===== config.mk =====
export PLATFORM = sky130hd
export DESIGN_NAME = sequence_reorder_window
export DESIGN_NICKNAME = d
export VERILOG_FILES = /design/src/hw/rtl/srw_pkg.sv /design/src/hw/rtl/srw_window.sv /design/src/hw/rtl/srw_ctrl.sv /design/src/hw/rtl/sequence_reorder_window.sv
export SDC_FILE = /design/constraint.sdc
export NUM_CORES = 2
export LEC_CHECK = 0
export BUFFER_PORTS_ARGS = -buffer_cell sky130_fd_sc_hd__buf_2
export CORE_ASPECT_RATIO = 1.4
export CORE_UTILIZATION = 62
export CTS_CLUSTER_DIAMETER = 50
export DETAILED_ROUTE_END_ITERATION = 6
export MAX_ROUTING_LAYER = met4
export PLACE_DENSITY = 0.79
export SYNTH_ARGS = -nofsm -noshare
export SYNTH_HDL_FRONTEND = slang
export SYNTH_SLANG_ARGS = --single-unit
export TNS_END_PERCENT = 10

===== constraint.sdc =====
create_clock -name clk -period 5.75 [get_ports clk]
set_clock_uncertainty 0.2 [all_clocks]
set_input_delay 1.4375 -clock clk [delete_from_list [all_inputs] [get_ports clk]]
set_output_delay 1.4375 -clock clk [all_outputs]
set_load 0.005 [all_outputs]

===== src/hw/rtl/srw_pkg.sv =====
// Package for the sequence reorder window: sizes, types and sequencer states.
// Used by srw_window, srw_ctrl and sequence_reorder_window. No dependencies.
package srw_pkg;

  localparam int unsigned WINDOW_DEPTH = 20;
  localparam int unsigned SEQ_WIDTH    = 32;
  localparam int unsigned HANDLE_WIDTH = 16;
  localparam int unsigned IDX_W        = $clog2(WINDOW_DEPTH);
  localparam int unsigned CNT_W        = $clog2(WINDOW_DEPTH + 1);

  typedef logic [SEQ_WIDTH-1:0]    seq_t;
  typedef logic [HANDLE_WIDTH-1:0] handle_t;
  typedef logic [IDX_W-1:0]        idx_t;
  typedef logic [CNT_W-1:0]        cnt_t;

  localparam idx_t LAST_IDX    = idx_t'(WINDOW_DEPTH - 1);
  localparam idx_t PENULT_IDX  = idx_t'(WINDOW_DEPTH - 2);
  localparam cnt_t AFTER_REL   = cnt_t'(WINDOW_DEPTH - 1);

  typedef enum logic [1:0] {
    ST_IDLE,
    ST_SCAN,
    ST_EMIT,
    ST_SHIFT
  } state_t;

  // Write request from the sequencer to the slot storage.
  typedef struct packed {
    logic    we;
    idx_t    addr;
    seq_t    seq;
    handle_t handle;
  } slot_wr_t;

  // Result handed from the sequencer to the output register.
  typedef struct packed {
    logic    load;
    logic    resync;
    seq_t    seq;
    handle_t handle;
  } rel_t;

endpackage


===== src/hw/rtl/srw_window.sv =====
// Slot storage of the reorder window: one write port and one read port.
// Depends on srw_pkg.
module srw_window (
  input  logic              clk,
  input  srw_pkg::slot_wr_t wr,
  input  srw_pkg::idx_t     rd_addr,
  output srw_pkg::seq_t     rd_seq,
  output srw_pkg::handle_t  rd_handle
);

  srw_pkg::seq_t    slot_seq_r    [srw_pkg::WINDOW_DEPTH];
  srw_pkg::handle_t slot_handle_r [srw_pkg::WINDOW_DEPTH];
  srw_pkg::seq_t    rd_seq_r;
  srw_pkg::handle_t rd_handle_r;

  // Slot contents carry no reset; only filled slots are ever read.
  always_ff @(posedge clk) begin
    if (wr.we) begin
      slot_seq_r[wr.addr]    <= wr.seq;
      slot_handle_r[wr.addr] <= wr.handle;
    end
  end

  // Single registered read port: data for an address appears in the following cycle.
  always_ff @(posedge clk) begin
    rd_seq_r    <= slot_seq_r[rd_addr];
    rd_handle_r <= slot_handle_r[rd_addr];
  end

  assign rd_seq    = rd_seq_r;
  assign rd_handle = rd_handle_r;

endmodule


===== src/hw/rtl/srw_ctrl.sv =====
// Sequencer of the reorder window: fill count, expected number, the shared
// slot comparator and the compaction walk. Depends on srw_pkg.
module srw_ctrl (
  input  logic              clk,
  input  logic              rst_n,
  input  logic              in_valid,
  output logic              in_ready,
  input  srw_pkg::seq_t     in_seq,
  input  srw_pkg::handle_t  in_handle,
  input  logic              out_free,
  output srw_pkg::rel_t     rel,
  output srw_pkg::slot_wr_t wr,
  output srw_pkg::idx_t     rd_addr,
  input  srw_pkg::seq_t     rd_seq,
  input  srw_pkg::handle_t  rd_handle
);

  srw_pkg::state_t state_r, state_nxt;
  srw_pkg::idx_t   idx_r, idx_nxt;
  srw_pkg::cnt_t   fill_r, fill_nxt;
  srw_pkg::seq_t   exp_r, exp_nxt;
  logic            hit_r, hit_nxt;
  logic            accept;
  logic            match;
  logic            last_append;

  assign accept      = in_valid && in_ready;
  // The one comparator, stepped across the slots during the scan. The read
  // data always belongs to the slot the read address named in the previous cycle.
  assign match       = (rd_seq == exp_r);
  assign last_append = (fill_r == srw_pkg::AFTER_REL);

  // Next state.
  always_comb begin
    state_nxt = state_r;
    case (state_r)
      srw_pkg::ST_IDLE: begin
        if (accept && last_append) begin
          state_nxt = srw_pkg::ST_SCAN;
        end
      end
      srw_pkg::ST_SCAN: begin
        if (match || idx_r == srw_pkg::LAST_IDX) begin
          state_nxt = srw_pkg::ST_EMIT;
        end
      end
      srw_pkg::ST_EMIT: begin
        if (out_free) begin
          if (hit_r && idx_r != srw_pkg::LAST_IDX) begin
            state_nxt = srw_pkg::ST_SHIFT;
          end else begin
            state_nxt = srw_pkg::ST_IDLE;
          end
        end
      end
      srw_pkg::ST_SHIFT: begin
        if (idx_r == srw_pkg::PENULT_IDX) begin
          state_nxt = srw_pkg::ST_IDLE;
        end
      end
      default: state_nxt = srw_pkg::ST_IDLE;
    endcase
  end

  // Outputs and datapath updates.
  always_comb begin
    in_ready   = 1'b0;
    idx_nxt    = idx_r;
    fill_nxt   = fill_r;
    exp_nxt    = exp_r;
    hit_nxt    = hit_r;
    rd_addr    = idx_r;
    wr.we      = 1'b0;
    wr.addr    = idx_r;
    wr.seq     = rd_seq;
    wr.handle  = rd_handle;
    rel.load   = 1'b0;
    rel.resync = 1'b0;
    rel.seq    = rd_seq;
    rel.handle = rd_handle;
    case (state_r)
      srw_pkg::ST_IDLE: begin
        in_ready  = 1'b1;
        rd_addr   = '0;
        wr.addr   = srw_pkg::idx_t'(fill_r);
        wr.seq    = in_seq;
        wr.handle = in_handle;
        if (accept) begin
          // Append at the tail; a zero expected value takes this number.
          wr.we    = 1'b1;
          fill_nxt = fill_r + 1'b1;
          idx_nxt  = '0;
          if (exp_r == '0) begin
            exp_nxt = in_seq;
          end
        end
      end
      srw_pkg::ST_SCAN: begin
        if (match) begin
          hit_nxt = 1'b1;
        end else if (idx_r == srw_pkg::LAST_IDX) begin
          hit_nxt = 1'b0;
        end else begin
          idx_nxt = idx_r + 1'b1;
          rd_addr = idx_r + 1'b1;
        end
      end
      srw_pkg::ST_EMIT: begin
        if (out_free) begin
          rel.load = 1'b1;
          if (hit_r) begin
            exp_nxt  = exp_r + 1'b1;
            fill_nxt = srw_pkg::AFTER_REL;
            // Fetch the slot behind the released one for the compaction walk.
            if (idx_r != srw_pkg::LAST_IDX) begin
              rd_addr = idx_r + 1'b1;
            end
          end else begin
            // Expected number missing: flush the window and restart.
            rel.resync = 1'b1;
            rel.seq    = '0;
            rel.handle = '0;
            exp_nxt    = '0;
            fill_nxt   = '0;
          end
        end
      end
      srw_pkg::ST_SHIFT: begin
        // Move the next slot up one place, closing the released gap, while
        // the slot after it is fetched.
        wr.we   = 1'b1;
        idx_nxt = idx_r + 1'b1;
        if (idx_r != srw_pkg::PENULT_IDX) begin
          rd_addr = idx_r + srw_pkg::idx_t'(2);
        end
      end
      default: begin
        in_ready = 1'b0;
      end
    endcase
  end

  // Control registers.
  always_ff @(posedge clk) begin
    if (!rst_n) begin
      state_r <= srw_pkg::ST_IDLE;
      fill_r  <= '0;
      exp_r   <= '0;
      idx_r   <= '0;
      hit_r   <= 1'b0;
    end else begin
      state_r <= state_nxt;
      fill_r  <= fill_nxt;
      exp_r   <= exp_nxt;
      idx_r   <= idx_nxt;
      hit_r   <= hit_nxt;
    end
  end

endmodule


===== src/hw/rtl/sequence_reorder_window.sv =====
// Top level of the sequence reorder window: slot storage, sequencer and
// output register. Depends on srw_pkg, srw_window and srw_ctrl.
//
//   Channel  Ports                                         Direction
//   in       in_valid/in_ready, in_seq_number,              input
//            in_packet_handle
//   out      out_valid/out_ready, out_released_handle,      output
//            out_released_seq, out_resync
//
// A packet that does not fill the window is simply appended. A packet that fills
// it starts a scan with one shared comparator, one slot per cycle: a match in
// slot k is followed by one release and a compaction walk that moves the slots
// behind k up one place; a miss, after every slot is scanned, gives a resync result.
// Reset (rst_n, synchronous) empties the window and clears the expected value.
// A result waiting in the output register holds the next release cycle until taken.
module sequence_reorder_window (
  input  logic                            clk,
  input  logic                            rst_n,
  input  logic                            in_valid,
  output logic                            in_ready,
  input  logic [srw_pkg::SEQ_WIDTH-1:0]    in_seq_number,
  input  logic [srw_pkg::HANDLE_WIDTH-1:0] in_packet_handle,
  output logic                            out_valid,
  input  logic                            out_ready,
  output logic [srw_pkg::HANDLE_WIDTH-1:0] out_released_handle,
  output logic [srw_pkg::SEQ_WIDTH-1:0]    out_released_seq,
  output logic                            out_resync
);

  srw_pkg::slot_wr_t wr;
  srw_pkg::idx_t     rd_addr;
  srw_pkg::seq_t     rd_seq;
  srw_pkg::handle_t  rd_handle;
  srw_pkg::rel_t     rel;
  logic              out_free;

  logic              out_valid_r;
  srw_pkg::handle_t  out_handle_r;
  srw_pkg::seq_t     out_seq_r;
  logic              out_resync_r;

  srw_window u_window (
    .clk       (clk),
    .wr        (wr),
    .rd_addr   (rd_addr),
    .rd_seq    (rd_seq),
    .rd_handle (rd_handle)
  );

  srw_ctrl u_ctrl (
    .clk       (clk),
    .rst_n     (rst_n),
    .in_valid  (in_valid),
    .in_ready  (in_ready),
    .in_seq    (in_seq_number),
    .in_handle (in_packet_handle),
    .out_free  (out_free),
    .rel       (rel),
    .wr        (wr),
    .rd_addr   (rd_addr),
    .rd_seq    (rd_seq),
    .rd_handle (rd_handle)
  );

  // The output register is free when empty or being taken this cycle.
  assign out_free = !out_valid_r || out_ready;

  // Output valid flag.
  always_ff @(posedge clk) begin
    if (!rst_n) begin
      out_valid_r <= 1'b0;
    end else if (rel.load) begin
      out_valid_r <= 1'b1;
    end else if (out_ready) begin
      out_valid_r <= 1'b0;
    end
  end

  // Output payload, loaded only when a result is released.
  always_ff @(posedge clk) begin
    if (rel.load) begin
      out_handle_r <= rel.handle;
      out_seq_r    <= rel.seq;
      out_resync_r <= rel.resync;
    end
  end

  assign out_valid           = out_valid_r;
  assign out_released_handle = out_handle_r;
  assign out_released_seq    = out_seq_r;
  assign out_resync          = out_resync_r;

endmodule


==> results.toml <==
[outcome]
status = "completed"

[die]
core_um2 = 71700
die_area_um2 = 73800
die_w_um = 230
floorplan.initialDensity_pct = 62.9
die_y_um = 321
core.rowCount = 116
io_pins = 103

[routing]
wl_per_cell_um = 29.2
ant_nets = 0
viasPerCell = 6.83
firstDrtPassIters = 6
wl_um = 126000
drt_iter0_drc = 3773
drc = 0
dr_total_vias = 29500

[clock_network]
postCtsSetupRepairBufs = 0
root_buffer = "clkbuf_16"
htreeDepth = 3
cts_buffer_depth = 3
numClockSinks = 1103
cts_resized = 0
clkLatencyLatePin_ps = 680
path_clk_slew_ps = 70
hold_buffers = 0
cts_tree = "done"
cts-buffers-inserted = 102

[timing]
setup_viol_count_final = 0
finalSetupTns_ps = 0
fmax_ghz = 0.214
grt_setup_unrepaired = "false"
tightestPinTransition_ps = 1190
layout_min_cycle_time_ps = 4670
finalHoldViolCount = 0
slew_viol_final = 0
relSlewSlack_pct = 20.0
min_period_over_period_pct = 81.3

[setup_path]
r2r_start = "u_ctrl.idx_r[1]"
start_kind = "flop"
critPathMaxStageDelay_ps = 870
crit_type = "reg2reg"
crit_buf_inv = 1
crit_chain = "ha_1 -> nand4bb_1 -> a41o_1 -> o2111a_1 -> a21boi_1 -> nor3_4 -> buf_4 -> nand2_1 -> a31oi_1 -> o32ai_1 -> nor4_2"
cpMaxStageDelayCell = "buf_4"
path_delay_family = "simple AND/OR/NAND/NOR gates"
cp-startpoint = "u_ctrl.idx_r[1]"
crit_path_end_kind = "flop"
crit_arrival_ps = 5050
cp.required_ps = 6120
worstPathMaxFanout = 84

[logic_synthesis]
synth_top_area_share_pct = 67.2
synth_nets = 3291
synthesis.instances = 3229
syn_area_um2 = 45100
synth-edff-count = 1009
yosys.area_share.simple_pct = 11.4
ys_warn_count = 0
synth_xor_area_share_pct = 0.835
synth_compound_area_share_pct = 9.79
ys_ff_latch = 1103
yosysSeqAreaShare_pct = 71.4
syn_avg_cell_area_um2 = 14.0
postSynth.asyncResetShare_pct = 0
synth_top_area_cell = "edfxtp_1"
synth_mux_area_share_pct = 3.37
yosysUniqueCellTypes = 80
synth-main-ff-cell = "edfxtp_1"
synthTopCellsByArea = "edfxtp_1, dfxtp_1, nand2_1"
synthAdderAreaFrac_pct = 0.278
synth_top_family_by_area = "simple AND/OR/NAND/NOR gates"

[finish]
multi_input_area_um2 = 11900
final_common_cell = "edfxtp_1"
seqCellArea_um2 = 32200
drive_gt1_share_pct = 14.8
fin_nets = 3336
fillers = 4501
post-route-util_pct = 70.4
final_cell_mix = "edfxtp_1, nand2_1, nor3_1, o21ai_0, nand3_1"
area_growth_pct = 11.9

[global_route]
grt_pass1_vias = 29400
grt_overflow = 0
track_usage_pct = 35.1
grt_max_degree = 159
antenna_found_initial = 2
grt_first_pass_wirelength_um = 185000

[min_path]
hp-class = "reg2reg"
hp-start = "u_ctrl.exp_r[30]"

[pwr]
leakage_nw = 17.5
peakVddDrop_mv = 0.295
cellPowerDensity_nw_per_um2 = 418

[place]
io_buffer_count = 102
gp_congestion = 0.975
dp_hpwl_um = 68300

[flow_run]
maxCapViolations = 0
-- routing by layer --
layer | up-vias | global-route usage, % | wire length, um
met2 | 2050 | 56.3 | 61800
met4 | 0 | 18.9 | 6630
met5 | - | - | 0
li1 | 12500 | - | -
met1 | 14500 | 41.9 | 44000
met3 | 426 | 7.30 | 13700
-- final timing paths --
kind | to | slack, ps | cells past startpoint
max reg2reg | u_window.rd_handle[14] | 1080 | 11
min | u_ctrl.exp_r[30] | 330 | 2
max | u_window.rd_handle[14] | 1080 | 11
min reg2reg | u_ctrl.exp_r[30] | 330 | 2
-- per-stage QoR --
step	power [mW]	setup slack (ps)	hold WS (ps)	area (um^2)	std cells
2_1_floorplan	12.4	853	270	45100	3229
3_3_place_gp	13.6	1020	295	46800	4114
3_5_place_dp	13.8	986	323	46800	4114
4_1_cts	21.0	1100	329	50400	4306
5_1_grt	21.6	834	363	50400	4309
6_report	21.1	1080	331	50500	4313
-- cell families (layout without fill, tap and decap cells) --
group,after synthesis,after routing
AOI/OAI and AO/OA,636,636
xor gates and xnor gates,43,43
adders and majority gates,10,10
buffers and inverters,303,436
DFF,1103,1103
muxes,146,146
other,0,7
and+or+nand+nor,988,988
-- state kept, by name (all words and copies together), names as in the netlist --
register                count
u_ctrl.state_r              2
u_window.slot_seq_r       640
out_released_seq           32
u_ctrl.hit_r                1
u_window.slot_handle_r    320
out_released_handle        16
out_valid                   1
u_ctrl.exp_r               32
out_resync                  1
u_window.rd_handle         16
u_ctrl.fill_r               5
u_ctrl.idx_r                5
u_window.rd_seq            32
-- synthesized netlist by cell type, drive strengths merged (6+ instances only) --
master	n
a21o	49
dfxtp	94
nor3	165
nor4	68
o21ai	193
o31ai	48
inv	60
nor3b	7
clkbuf	154
a21boi	8
nand3	119
ha	10
mux2i	98
a21oi	84
o221ai	98
and3	7
edfxtp	1009
nand2	358
a22oi	6
nor2	125
and2	55
buf	87
a211oi	8
a32oi	47
mux2	48
a221oi	7
xor2	40
o32ai	50
and3b	49
nand4	14
-- power breakdown --
group | switching (mW) | internal [mW] | leakage (nW) | total (mW)
clock | 2.97 | 4.31 | 1.76 | 7.29
sequential | 0.499 | 9.82 | 9.87 | 10.3
combinational | 2.47 | 0.997 | 5.83 | 3.47
-- final cells by class --
| cell class | instances | share of cell area, % |
|---|---|---|
| Multi-Input combinational cell | 1823 | 23.5 |
| Clock buffer | 131 | 5.48 |
| Antenna cell | 7 | 0.0347 |
| Inverter | 62 | 0.461 |
| Timing Repair Buffer | 182 | 2.65 |
| Tap cell | 944 | 2.34 |
| Clock inverter | 61 | 1.74 |
| Sequential cell | 1103 | 63.8 |
-- worst register-to-register path, cell delays in order (launching register included) --
cell and delay, ps:
dfxtp_1 660, ha_1 490, nand4bb_1 440, a41o_1 400, o2111a_1 170, a21boi_1 220
nor3_4 300, buf_4 870, nand2_1 170, a31oi_1 230, o32ai_1 140, nor4_2 310
No activity file was read; power rests on OpenSTA's default activity.
